===== src/rtl/core/rzopc_join.sv =====
// ----------------------------------------------------------------------------
// rzopc_join
// Ordered combine of two tree nodes: counts add, cross pairs from left zeros
// times right ones. Node layout is {pairs, ones, zeros}.
// ----------------------------------------------------------------------------
`default_nettype none

module rzopc_join #(
  parameter int CW = 11
) (
  input  logic [4*CW-1:0] a,
  input  logic [4*CW-1:0] b,
  output logic [4*CW-1:0] r
);

  logic [CW-1:0]   r_zeros;
  logic [CW-1:0]   r_ones;
  logic [2*CW-1:0] cross_pairs;
  logic [2*CW-1:0] r_pairs;

  assign r_zeros     = a[CW-1:0] + b[CW-1:0];
  assign r_ones      = a[2*CW-1:CW] + b[2*CW-1:CW];
  assign cross_pairs = (2*CW)'(a[CW-1:0]) * (2*CW)'(b[2*CW-1:CW]);
  assign r_pairs     = a[4*CW-1:2*CW] + b[4*CW-1:2*CW] + cross_pairs;
  assign r           = {r_pairs, r_ones, r_zeros};

endmodule

`default_nettype wire


===== config.mk =====
export PLATFORM = sky130hd
export DESIGN_NAME = rzopc_join
export DESIGN_NICKNAME = d
export VERILOG_FILES = /design/src/rtl/core/rzopc_join.sv
export SDC_FILE = /design/constraint.sdc
export NUM_CORES = 1
export LEC_CHECK = 0
export BUFFER_PORTS_ARGS = -buffer_cell sky130_fd_sc_hd__buf_2
export CORE_ASPECT_RATIO = 1.2
export CORE_MARGIN = 4
export CORE_UTILIZATION = 30
export DETAILED_ROUTE_END_ITERATION = 6
export GPL_ROUTABILITY_DRIVEN = 0
export SLEW_MARGIN = 20
export SYNTH_ARGS = -nofsm -noshare
export SYNTH_HDL_FRONTEND = slang
export SYNTH_SLANG_ARGS = --single-unit

===== constraint.sdc =====
create_clock -name vclk -period 6.8
set_input_delay 1.36 -clock vclk [all_inputs]
set_output_delay 1.36 -clock vclk [all_outputs]
set_load 0.005 [all_outputs]

# == After elaboration in Yosys (flattened, before gate mapping) ==
# Cells that the tools add are included.
# word_totals
regBits,0
latchBits,0
ramBits,0
rom_bits,0
inputBits,88
output_inout_bits,44
wordCells,5
memories,0
# op_classes
add_sub_neg,4
multipliers,1
n_div,0
magnitude_cmp,0
eq_ne,0
shifts,0
muxes,0
bitwise,0
n_reduce_logical,0
# ops
op,n
adder 22 bit,2
adder 11 bit,2
multiplier 11 x 11 -> 22 bit,1

# == Longest topological paths before layout ==
# logic_depth
ltp_word,2
depth_mapped,19
mapped_depth_nobuf,18

# == Least setup slack after synthesis ==
# Ideal clock, no wire load.
# synth_timing
path_kind,input to output
from,input b[13]
to,output r[42]
t_arrival_ns,5.721
t_required_ns,5.440
slack_ns,-0.281
cell_stages,16
path_cell_list,clkbuf_1 -> nand2_1 -> fa_1 -> fa_1 -> fa_1 -> inv_1 -> fa_1 -> inv_1 -> fa_1 -> inv_1 -> ha_1 -> a2111oi_2 -> o21ai_1 -> and3_1 -> a31oi_4 -> mux2i_1
# synth_between
elab_chain_len,2
# synth_rtl
item,line_no,text
from (decl),12,"input logic [4*CW-1:0] b,"
multiplier 11 x 11 -> 22 bit,23,assign cross_pairs = (2*CW)'(a[CW-1:0]) * (2*CW)'(b[2*CW-1:CW]);
adder 22 bit,24,assign r_pairs = a[4*CW-1:2*CW] + b[4*CW-1:2*CW] + cross_pairs;
to (decl),13,output logic [4*CW-1:0] r
# Every way passes these cells.

# == Worst setup path after layout ==
# layout_timing
from,input a[4]
to,output r[41]
# layout_between
elab_chain_len,2
# layout_rtl
item,line_no,text
from (decl),11,"input logic [4*CW-1:0] a,"
multiplier 11 x 11 -> 22 bit,23,
adder 22 bit,24,
# Every way passes these cells.

==> results.json <==
{
  "antenna_found_initial": 1,
  "clock_buffers": 0,
  "io_buffers": 132,
  "via_per_inst": 4.485,
  "wl_per_cell_um": 13.00,
  "syn_area_per_cell_um2": 8.322,
  "grt_pass1_wl_um": 27810,
  "ios": 132,
  "die_y_um": 167.1,
  "grt_start_max_net_pins": 13,
  "synthesis.area_um2": 6325,
  "layout.cells.non_filler": 1217,
  "crit_arrival_ps": 5760,
  "num_vias": 5458,
  "fillCellCount": 2085,
  "first_pass_iters": 6,
  "cp-end-kind": "primary output",
  "drc": 0,
  "timing.fmax_mhz": 140.4,
  "n_antenna_cell": 0,
  "synth_cells": 760,
  "cp_max_fo": 8,
  "setup_viol": 12,
  "path_buf_inv": 7,
  "drive_gt1_share_pct": 30.36,
  "grt_pass1_vias": 5989,
  "worst-setup-path-type": "in -> out",
  "row_count": 57,
  "cap_viol_max_count": 0,
  "min_period_ps": 7124,
  "gr-total-overflow": 0,
  "dp.cells": 1212,
  "hpwl_um": 14270,
  "hp-class": "in -> out",
  "fin_crit_sh_pct": 104.8,
  "ff_latch_area_um2": 0,
  "maxSlewHeadroom_pct": 74.61,
  "cpMostUsedCell": "fa_1",
  "outcome": "complete, but fails checks",
  "utilization_pct": 41.10,
  "synth.distinct_cells": 52,
  "synth-seq-area-share_pct": 0,
  "required_ps": 5440,
  "num-nets-final": 1246,
  "seq_cell_count": 0,
  "drv_slew": 0,
  "track_usage_pct": 13.96,
  "core_um2": 20470,
  "final_antenna_net_count": 0,
  "drtIter0Drc": 150,
  "path_cells": "buf_12 > and2_4 > fa_1 > inv_1 > fa_1 > inv_2 > fa_1 > fa_1 > inv_1 > fa_1 > inv_2 > ha_4 > o21a_1 > or2_4 > o211ai_1 > and4_1 > nor4_2 > buf_4 > buf_6",
  "synth_nets": 1052,
  "syn_to_final_growth_pct": 33.00,
  "tightest_slew_ps": 375.9,
  "initial_utilization_pct": 30.90,
  "tns_ps": -2302,
  "violations": "setup timing",
  "dieArea_um2": 23480,
  "hold_buffers": 0,
  "slowest_stage": "fa_1",
  "critPathMaxStageDelay_ps": 520,
  "hold_viol_final": 0,
  "yosysWarnings": 0,
  "crit_family": "adder cells",
  "cp-start-kind": "input pin",
  "wl_um": 15820,
  "rsz0062_at_grt": "yes",
  "setup_ws_ps": -323.7,
  "die_x_um": 140.5
}
[layer usage]
| layer | track usage, % | wire [µm] | vias to the layer above |
|---|---|---|---|
| li1 | - | - | 2703 |
| met1 | 18.48 | 7018 | 2642 |
| met2 | 26.35 | 8143 | 105 |
| met3 | 0.7743 | 611 | 6 |
| met4 | 0.4214 | 34 | 2 |
| met5 | 0 | 12 | - |
[tightest hold or removal path: cells and delay by family]
| kind | cells | cell delay [ps] |
|---|---|---|
| fa+ha+maj | 1 | 100 |
| buf+inv | 2 | 180 |
[final cells by class]
type | count | area [µm²] | area share, %
multi-input cells | 533 | 5791 | 68.84
repair buffers | 219 | 1539 | 18.30
inverters | 200 | 750.7 | 8.925
well taps | 265 | 331.6 | 3.942
[placed cells by master, fill, tap and decap left out, types with 3 or more instances in the layout]
| master | netlist | layout |
|---|---|---|
| a21o_1 | 14 | 13 |
| a21oi_1 | 21 | 20 |
| a31oi_1 | 6 | 6 |
| and2_1 | 71 | 62 |
| and2_4 | 0 | 9 |
| buf_12 | 0 | 6 |
| buf_2 | 1 | 112 |
| buf_4 | 0 | 80 |
| buf_6 | 0 | 14 |
| buf_8 | 0 | 4 |
| fa_1 | 122 | 114 |
| fa_2 | 0 | 8 |
| ha_1 | 82 | 69 |
| ha_4 | 0 | 11 |
| inv_1 | 200 | 190 |
| inv_2 | 0 | 10 |
| mux2i_1 | 3 | 3 |
| nand2_1 | 67 | 63 |
| nand2_2 | 0 | 3 |
| nand3_1 | 10 | 10 |
| nor2_1 | 27 | 25 |
| nor2b_1 | 3 | 3 |
| nor3_1 | 5 | 5 |
| o211ai_1 | 4 | 4 |
| o21a_1 | 5 | 5 |
| o21ai_0 | 12 | 8 |
| o21ai_2 | 1 | 3 |
| o21bai_1 | 5 | 5 |
| o31ai_1 | 3 | 3 |
| xnor2_1 | 24 | 23 |
| xor2_1 | 10 | 9 |
[stage by stage]
| stage | setup WS (ps) | area (µm²) | hold WS, ps |
|---|---|---|---|
| final | -323.7 | 8412 | 2998 |
| after detailed placement | -478.9 | 7923 | 3001 |
| after floorplan | -42.02 | 6500 | 2829 |
| after CTS | -326.6 | 8304 | 3002 |
| after global routing | -509.5 | 8412 | 3032 |
| after global placement | -453.2 | 7923 | 2998 |
[cell usage after synthesis (all sizes together), types with 10 or more instances]
cell	n	area share, %
fa	122	39
a21o	15	1.8
and2	71	7.0
clkbuf	26	1.6
a21oi	21	1.7
xor2	10	1.4
ha	82	16
xnor2	24	3.3
nand3	11	0.95
inv	200	12
nand2	67	4.0
nor2	27	1.6
o21ai	14	1.2
[timing repair]
item | CTS | global route
cloned | 0 | 1
pin swaps | 42 | 15
endpoints found under the setup margin | 13 | 14
resized for setup | 86 | 26
setup buffers | 6 | 0
[path summary, 6_finish.rpt]
check | from | endpoint | slack, ps | cells past startpoint
setup / recovery | a[4] | r[41] | -320 | 19
hold / removal | b[0] | r[0] | 3000 | 3
[logic make-up (layout without fill, tap and decap cells)]
logic type / after synthesis / in the layout / share of synthesized area (%)
simple gates: 200 / 200 / 16.14
fa+ha+maj: 204 / 204 / 54.84
compound gates: 92 / 92 / 10.33
xor+xnor: 34 / 34 / 4.708
mux: 3 / 3 / 0.4748
buf+inv: 227 / 419 / 13.51
Power is not shown: default switching activity piles up to over one toggle a cycle in this logic, so the estimate is an artifact.
