## config.mk

```make
export PLATFORM = sky130hd
export DESIGN_NAME = rzopc_engine
export DESIGN_NICKNAME = d
export VERILOG_FILES = /design/src/rtl/core/rzopc_pkg.sv /design/src/rtl/core/rzopc_engine.sv
export SDC_FILE = /design/constraint.sdc
export NUM_CORES = 1
export LEC_CHECK = 0
export ABC_AREA = 1
export BUFFER_PORTS_ARGS = -buffer_cell sky130_fd_sc_hd__buf_2
export CORE_MARGIN = 10
export CORE_UTILIZATION = 45
export DETAILED_ROUTE_END_ITERATION = 8
export PLACE_DENSITY = 0.71
export SLEW_MARGIN = 20
export SYNTH_ARGS = -nofsm -noshare
export SYNTH_HDL_FRONTEND = slang
export SYNTH_SLANG_ARGS = --single-unit
```

## constraint.sdc

```tcl
create_clock -name clk -period 12.1 [get_ports clk]
set_input_delay 1.815 -clock clk [delete_from_list [all_inputs] [get_ports clk]]
set_output_delay 1.815 -clock clk [all_outputs]
set_load 0.1 [all_outputs]
```

## src/rtl/core/rzopc_pkg.sv

```systemverilog
// ----------------------------------------------------------------------------
// rzopc_pkg
// Shared field widths, command codes and result limits of the pair counter.
// ----------------------------------------------------------------------------
`default_nettype none

package rzopc_pkg;

  localparam int POS_W  = 10;
  localparam int PAIR_W = 19;

  localparam logic [PAIR_W-1:0] PAIR_MAX = '1;

  typedef enum logic [1:0] {
    CMD_WRITE  = 2'd0,
    CMD_TOGGLE = 2'd1,
    CMD_QUERY  = 2'd2
  } cmd_t;

endpackage

`default_nettype wire

```

## src/rtl/core/rzopc_engine.sv

```systemverilog
// ----------------------------------------------------------------------------
// rzopc_engine
// Sequencer over the node memory: clearing pass, leaf update with walk to the
// root, and bottom-up range query with left and right accumulators.
// ----------------------------------------------------------------------------
`default_nettype none

module rzopc_engine
  import rzopc_pkg::*;
#(
  parameter int POSITIONS = 1024
) (
  input  logic                      clk,
  input  logic                      rst,
  input  logic                      item_valid,
  output logic                      item_stall,
  input  logic [1:0]                command,
  input  logic [POS_W-1:0]          position,
  input  logic                      bit_value,
  input  logic [POS_W-1:0]          range_left,
  input  logic [POS_W-1:0]          range_right,
  output logic                      res_load,
  input  logic                      res_free,
  output logic [PAIR_W-1:0]         res_pairs,
  output logic                      ram_wen,
  output logic [$clog2(POSITIONS):0] ram_waddr,
  output logic [4*($clog2(POSITIONS)+1)-1:0] ram_wdata,
  output logic [$clog2(POSITIONS):0] ram_raddr,
  input  logic [4*($clog2(POSITIONS)+1)-1:0] ram_rdata,
  output logic [4*($clog2(POSITIONS)+1)-1:0] join_a,
  output logic [4*($clog2(POSITIONS)+1)-1:0] join_b,
  input  logic [4*($clog2(POSITIONS)+1)-1:0] join_r
);

  localparam int LVL = $clog2(POSITIONS);
  localparam int LB  = 1 << LVL;
  localparam int IW  = LVL + 1;
  localparam int CW  = LVL + 1;
  localparam int PW  = 2 * CW;
  localparam int NW  = 4 * CW;
  localparam int XW  = ((POS_W > IW) ? POS_W : IW) + 1;
  localparam int SW  = (PW > PAIR_W) ? PW : PAIR_W;

  localparam logic [NW-1:0] LEAF_ZERO = NW'(1);
  localparam logic [NW-1:0] LEAF_ONE  = NW'(1) << CW;

  typedef enum logic [3:0] {
    S_CLEAR,
    S_IDLE,
    S_TRD,
    S_TCHK,
    S_LEAF,
    S_UP,
    S_QTOP,
    S_QL,
    S_QR,
    S_QFIN
  } state_t;

  state_t        state;
  logic [IW-1:0] idx;
  logic [NW-1:0] cur;
  logic [NW-1:0] accl;
  logic [NW-1:0] accr;
  logic [IW:0]   lo;
  logic [IW:0]   hi;

  logic [XW-1:0] pos_x;
  logic [XW-1:0] left_x;
  logic [XW-1:0] right_x;
  logic [XW-1:0] right_clip;
  logic          pos_ok;
  logic          query_ok;
  logic [IW-1:0] leaf_idx;
  logic [IW-1:0] parent;
  logic [IW:0]   hi_dec;
  logic [IW:0]   lo_inc;
  logic [SW-1:0] pairs_x;

  assign pos_x      = XW'(position);
  assign left_x     = XW'(range_left);
  assign right_x    = XW'(range_right);
  assign pos_ok     = pos_x < XW'(POSITIONS);
  assign right_clip = (right_x >= XW'(POSITIONS)) ? XW'(POSITIONS - 1) : right_x;
  assign query_ok   = left_x <= right_clip;
  assign leaf_idx   = IW'(pos_x) + IW'(LB);
  assign parent     = {1'b0, idx[IW-1:1]};
  assign hi_dec     = hi - (IW+1)'(1);
  assign lo_inc     = lo + (IW+1)'(1);

  assign item_stall = (state != S_IDLE);

  assign pairs_x   = SW'(join_r[NW-1:2*CW]);
  assign res_pairs = (pairs_x > SW'(PAIR_MAX)) ? PAIR_MAX : pairs_x[PAIR_W-1:0];

  always_comb begin
    ram_wen   = 1'b0;
    ram_waddr = idx;
    ram_wdata = cur;
    ram_raddr = idx;
    join_a    = cur;
    join_b    = ram_rdata;
    res_load  = 1'b0;
    unique case (state)
      S_CLEAR: begin
        ram_wen   = 1'b1;
        ram_wdata = '0;
      end
      S_LEAF: begin
        ram_wen   = 1'b1;
        ram_raddr = idx ^ IW'(1);
      end
      S_UP: begin
        ram_wen   = 1'b1;
        ram_waddr = parent;
        ram_wdata = join_r;
        ram_raddr = parent ^ IW'(1);
        if (idx[0]) begin
          join_a = ram_rdata;
          join_b = cur;
        end
      end
      S_QTOP: begin
        ram_raddr = lo[0] ? lo[IW-1:0] : hi_dec[IW-1:0];
      end
      S_QL: begin
        join_a    = accl;
        ram_raddr = hi_dec[IW-1:0];
      end
      S_QR: begin
        join_a = ram_rdata;
        join_b = accr;
      end
      S_QFIN: begin
        join_a   = accl;
        join_b   = accr;
        res_load = res_free;
      end
      default: begin
      end
    endcase
  end

  always_ff @(posedge clk) begin
    if (rst) begin
      state <= S_CLEAR;
      idx   <= '0;
    end else begin
      unique case (state)
        S_CLEAR: begin
          idx <= idx + IW'(1);
          if (&idx) begin
            state <= S_IDLE;
          end
        end
        S_IDLE: begin
          if (item_valid) begin
            priority if (command == CMD_WRITE) begin
              if (pos_ok) begin
                idx   <= leaf_idx;
                cur   <= bit_value ? LEAF_ONE : LEAF_ZERO;
                state <= S_LEAF;
              end
            end else if (command == CMD_TOGGLE) begin
              if (pos_ok) begin
                idx   <= leaf_idx;
                state <= S_TRD;
              end
            end else if (command == CMD_QUERY) begin
              accl  <= '0;
              accr  <= '0;
              lo    <= (IW+1)'(left_x) + (IW+1)'(LB);
              hi    <= (IW+1)'(right_clip) + (IW+1)'(LB) + (IW+1)'(1);
              state <= query_ok ? S_QTOP : S_QFIN;
            end else begin
            end
          end
        end
        S_TRD: begin
          state <= S_TCHK;
        end
        S_TCHK: begin
          priority if (ram_rdata[CW-1:0] != '0) begin
            cur   <= LEAF_ONE;
            state <= S_LEAF;
          end else if (ram_rdata[2*CW-1:CW] != '0) begin
            cur   <= LEAF_ZERO;
            state <= S_LEAF;
          end else begin
            state <= S_IDLE;
          end
        end
        S_LEAF: begin
          state <= S_UP;
        end
        S_UP: begin
          cur <= join_r;
          idx <= parent;
          if (parent == IW'(1)) begin
            state <= S_IDLE;
          end
        end
        S_QTOP: begin
          priority if (!(lo < hi)) begin
            state <= S_QFIN;
          end else if (lo[0]) begin
            state <= S_QL;
          end else if (hi[0]) begin
            state <= S_QR;
          end else begin
            lo <= lo >> 1;
            hi <= hi >> 1;
          end
        end
        S_QL: begin
          accl <= join_r;
          if (hi[0]) begin
            lo    <= lo_inc;
            state <= S_QR;
          end else begin
            lo    <= lo_inc >> 1;
            hi    <= hi >> 1;
            state <= S_QTOP;
          end
        end
        S_QR: begin
          accr  <= join_r;
          lo    <= lo >> 1;
          hi    <= hi >> 1;
          state <= S_QTOP;
        end
        S_QFIN: begin
          if (res_free) begin
            state <= S_IDLE;
          end
        end
        default: begin
          state <= S_IDLE;
        end
      endcase
    end
  end

endmodule

`default_nettype wire

```

* After elaboration in Yosys (flattened, before gate mapping) *
Cells that the tools add are included.

operators by class
  reductions and logical operators = 21
  equal/unequal tests = 31
  order comparisons = 5
  mux-type cells = 64
  $add $sub $neg = 7
  bitwise operators = 3

operators with widths
  cell                    count
  $mux 44                 11
  $pmux 44 s2             4
  $pmux 44 s3             2
  $mux 12                 16
  $pmux 12 s4             2
  $mux 11                 6
  $mux 4                  14
  $pmux 11 s4             1
  $pmux 4 s10             1
  $pmux 11 s3             1
  $add 10x11->12 const B  2
  $add 12x1->12 const B   2
  $ne 2x2->1 const B      12
  $gt 22x19->1 const B    1
  $reduce_bool 11->1      2
  $mux 19                 1
  $reduce_and 6->1        3
  $eq 4x3->1 const B      4
  $reduce_and 8->1        2
  $lt 12x12->1            1
  $ne 3x3->1 const B      4
  $add 10x11->11 const B  1
  $add 11x1->11 const B   1
  $ge 10x11->1 const B    1
  other kinds (26)        36

word-level totals
  word-level logic and storage cells = 139
  input bits = 125
  flip-flop bits (word level) = 171
  output and inout port bits = 176

* Longest topological paths before layout *
  depth in word-level cells = 9
  depth in mapped cells = 13
  depth with buffers taken out = 13

* Least setup slack after synthesis *
Ideal clock, no wire load.

  path type = input -> register
  start = input item_valid
  end = register cur[0] (enable)
  setup time = 0.683 ns
  data arrival time = 8.978 ns
  path buffers = 0
  cell stages on the path = 4
  path slack = 2.440 ns
  required time = 11.417 ns
  path through = inv_1 > nand3_1 > nand2_1 > a2111oi_0

on the way
  longest elaborated chain between the ends = 2

ends and longest elaborated chain
  what                        line                 source
  start, declared             rzopc_engine.sv:15   input logic item_valid,
  $ne 2x2->1 (no line)        n/a
  $reduce_and 6->1 (no line)  n/a
  end signal, assigned        rzopc_engine.sv:161  cur <= bit_value ? LEAF_ONE : LEAF_ZERO;
  end signal, assigned        rzopc_engine.sv:197  cur <= join_r;
  end, declared               rzopc_engine.sv:62   logic [NW-1:0] cur;

No other way between the ends.
A chain may end at the register's enable or synchronous reset.

* Final worst setup path *
  start = register state[0]
  end = output join_a[42]

on the way
  longest elaborated chain between the ends = 3
  elaborated cells between the ends (all ways) = 6
  those cells by class = eq/ne: 4; mux: 1; reduce/logical: 1

ends and longest elaborated chain
  what                                             line                 source
  start, declared                                  rzopc_engine.sv:60   state_t state;
  start signal, assigned                           rzopc_engine.sv:174  state <= query_ok ? S_QTOP : S_QFIN;
  $eq 4x4->1 / $eq 4x3->1 (equally long branches)  rzopc_engine.sv:104  unique case (state)
  $reduce_or 2->1 (no line)                        n/a
  $pmux 44 s3 (*)                                  rzopc_engine.sv:104
  end, declared                                    rzopc_engine.sv:30   output logic [4*($clog2(POSITIONS)+1)-1:0] join_a,

Mark *: on every way between the ends. The rest lies on a longest branch, timed or not.

==> results by group <==
Worst hold path
  • Hold WC Path Type: flip-flop to flip-flop
  • Hold Crit Depth: 2
  • Hold Path End: state[2]$_SDFFE_PP0P_
  • HP Start: state[2]$_SDFFE_PP0P_

Power
  • Total power: 2621 µW
  • Pwr Density: 202.5 mW/mm²
  • Leak: approximately 0.0059 µW
  • Max IR drop VDD: between 0.2 and 0.25 mV

Clock tree
  • PostCTS Resize Cnt: 0
  • Setup bufs post-CTS: 0
  • CTS H-Tree Depth: 4
  • Clock transition at path regs: ~0.07 ns
  • TritonCTS buffer count: 17
  • Worst skew pair latency: 0.43 ns
  • Longest Clk Path Bufs: 2
  • Clk sink count: around 170
  • # hold bufs at CTS: 0
  • CTS tree: done
  • Clk root buf: clkbuf_16

Floorplan
  • Row cnt: between 50 and 60
  • Die X: 173.2 µm
  • Initial Util: between 40% and 50%
  • Die area: 0.03001 mm²
  • Die Y: 173.2 µm
  • IO Count: between 300 and 400
  • Placeable Area: between 0.02 and 0.025 mm²

Cells and area
  • Final-layout fill cell count: roughly 2.2k
  • FF/Latch Area: around 0.0050 mm²
  • Synth-to-layout area growth: 22.47%
  • Multi-input gate area in the final layout: about 0.0045 mm²
  • Layout Cells excl Fill: about 1.9k
  • Layout cells sized above 1: a little under a quarter
  • Commonest non-fill, non-tap cell in the layout: buf_2
  • Layout net count: between 1.5k and 2k
  • Most frequent cells in the layout: 300 x buf_2, 247 x nand2_1, 229 x inv_1
  • Antenna Cells: 0

Route
  • Pre-antenna DRT Iters: 6
  • Drt total wl: approximately 40 mm
  • DRC viols: 0
  • DR WL/cell: around 21 µm
  • DRT iter0 DRCs: 1,075
  • Antenna Nets Post-Route: 0
  • Routed vias/inst: around 5.6
  • Total vias in the final route: about 11k

STA
  • Final worst path period share: between 40% and 50%
  • Final setup fails: 0
  • Clock skew: ~0.017 ns
  • RSZ-0062 raised after global routing: false
  • FMAX: about 170 MHz
  • Worst slew pin tran: ~1.1 ns
  • Final Hold Vio Count: 0
  • Setup ws final: roughly 6.4 ns
  • Slew margin rel.: 28.36%
  • Final Slew Violations: 0
  • Setup TNS: 0 ns
  • Tmin final: roughly 5.7 ns

Run status
  • Status: completed

Place
  • Pre-CTS WS: around 7 ns
  • Final GP Congestion: 0.9552
  • Post-DP HPWL: about 29 mm
  • Port Buffers: 300
  • Cell total after placement: approximately 1.9k

Logic synthesis
  • Netlist cell types: 40
  • Synth Net Count: roughly 1.5k
  • #FFs+latches synth: 171
  • Post-synth top flop: edfxtp_1
  • Post-synthesis average cell area: between 8 and 9 µm²
  • Post-synth EDFFs: around 160
  • Post-synth ARST share: 0%
  • Synth Warn #: 0
  • Synth Instances: 1,309
  • Cell Area, Synth: approximately 0.011 mm²
  • Sequential-to-total area share from yosys stat: a little under half

Global route
  • Largest net degree at the start of global routing: 79
  • Number of global-route vias before repair: around 10k
  • First-pass GRT wire length: 61.10 mm
  • Total grt overflow: 0
  • Initial antenna violation count: 1
  • Gr usage total: between 20% and 30%

Flow run
  • MaxCap Viol Count: 0

Setup path
  • Worst-path cell chain: inv_1 > nor2_4 > nand2_4 > inv_2 > nand2_2 > nand2_1 > inv_2 > o221ai_1 > buf_2
  • Worst Setup SP: state[0]$_SDFFE_PP0P_
  • Worst Setup End Kind: primary output
  • Crit Path Category: flip-flop to primary output
  • R2R cell count: 12
  • Worst Setup Start Kind: flip-flop
  • Worst path max stage delay: 0.64 ns
  • Crit-path slowest cell: nand2_2
  • WP data arrival: ~3.9 ns
  • Worst Path Max Fanout: 45
  • Worst flop-to-flop path startpoint: lo[5]$_DFFE_PP_
  • Critical R2R Capture: lo[10]$_DFFE_PP_
  • Cell mode on critical path: inv_2
  • R2R Setup Slk: 9.18 ns
  • CP required: a little over 10 ns
state kept, by name, summed over array words and instances, names as in the netlist:
signal,count
accl,44
accr,44
cur,44
hi,12
lo,12
idx,11
state,4
routing by layer:
metal  up-vias  GRT usage (%)  part of all wire (%)
li1       4997              -                     -
met2       631          42.73                    48
met1      4975          32.24                    41
met3        76          5.010                   8.6
met4         2          9.307                   2.7
met5         -              0                 0.050
kinds of logic (layout without fill, tap and decap cells):
kind of cell               count (synthesis)  after routing  synth area share (%)
and+or+nand+nor                          530            530                 20.16
xor gates and xnor gates                  16             16                 1.326
buffers and inverters                    300            576                 10.96
AOI/OAI and AO/OA                        267            267                 17.42
DFF                                      171            171                 47.17
adders and majority gates                 25             25                 2.960
per-stage QoR:
stage | area, µm² | utilization [%] | hold WS [ns]
after floorplan | 10570 | - | 0.4650
after global placement | 12310 | 52.92 | 0.4888
after detailed placement | 12310 | 52.93 | 0.4931
after CTS | 12930 | 55.59 | 0.5063
after global routing | 12940 | 55.64 | 0.5409
final | 12940 | 55.64 | 0.5104
cell type report:
type / count / area share, %
clock buffers: 17 / 3.287
clock inverters: 15 / 1.498
inverters: 237 / 6.874
multi-input cells: 838 / 34.74
flip-flops and latches: 171 / 38.52
well taps: 319 / 3.084
repair buffers: 307 / 12.01
worst max-delay path, delay by kind of cell, from the launching register on:
| family | cells | cell delay [ns] |
|---|---|---|
| buffers and inverters | 4 | 1.28 |
| AO/OA/AOI/OAI | 1 | 0.40 |
| AND/OR/NAND/NOR | 4 | 1.31 |
| flip-flops | 1 | 0.42 |
worst max path at each step:
stage | end | cells after the start
after floorplan | cur[0]$_DFFE_PP_ | 4
after global placement | join_a[8] | 9
after detailed placement | join_a[42] | 9
after CTS | join_a[42] | 9
after global routing | join_a[42] | 9
final | join_a[42] | 9
synth_stat cells (14+ instances only):
master / instances / area (µm²)
nand2_1: 248 / 930.9
dfxtp_1: 15 / 300.3
nand3_1: 42 / 210.2
a21oi_1: 42 / 210.2
edfxtp_1: 156 / 4684
xor2_1: 16 / 140.1
o22ai_1: 50 / 312.8
buf_2: 14 / 70.07
inv_1: 231 / 867.1
o221ai_1: 94 / 823.3
o21ai_0: 47 / 235.2
clkbuf_1: 36 / 135.1
nor2_1: 206 / 773.2
ha_1: 25 / 312.8
power breakdown:
group | switching, µW | leakage [µW] | internal [µW]
Clock | 253 | 0.000297 | 316
Sequential | 47.1 | 0.00156 | 731
Combinational | 1080 | 0.00402 | 197
Power figures use the tool's default switching activity.
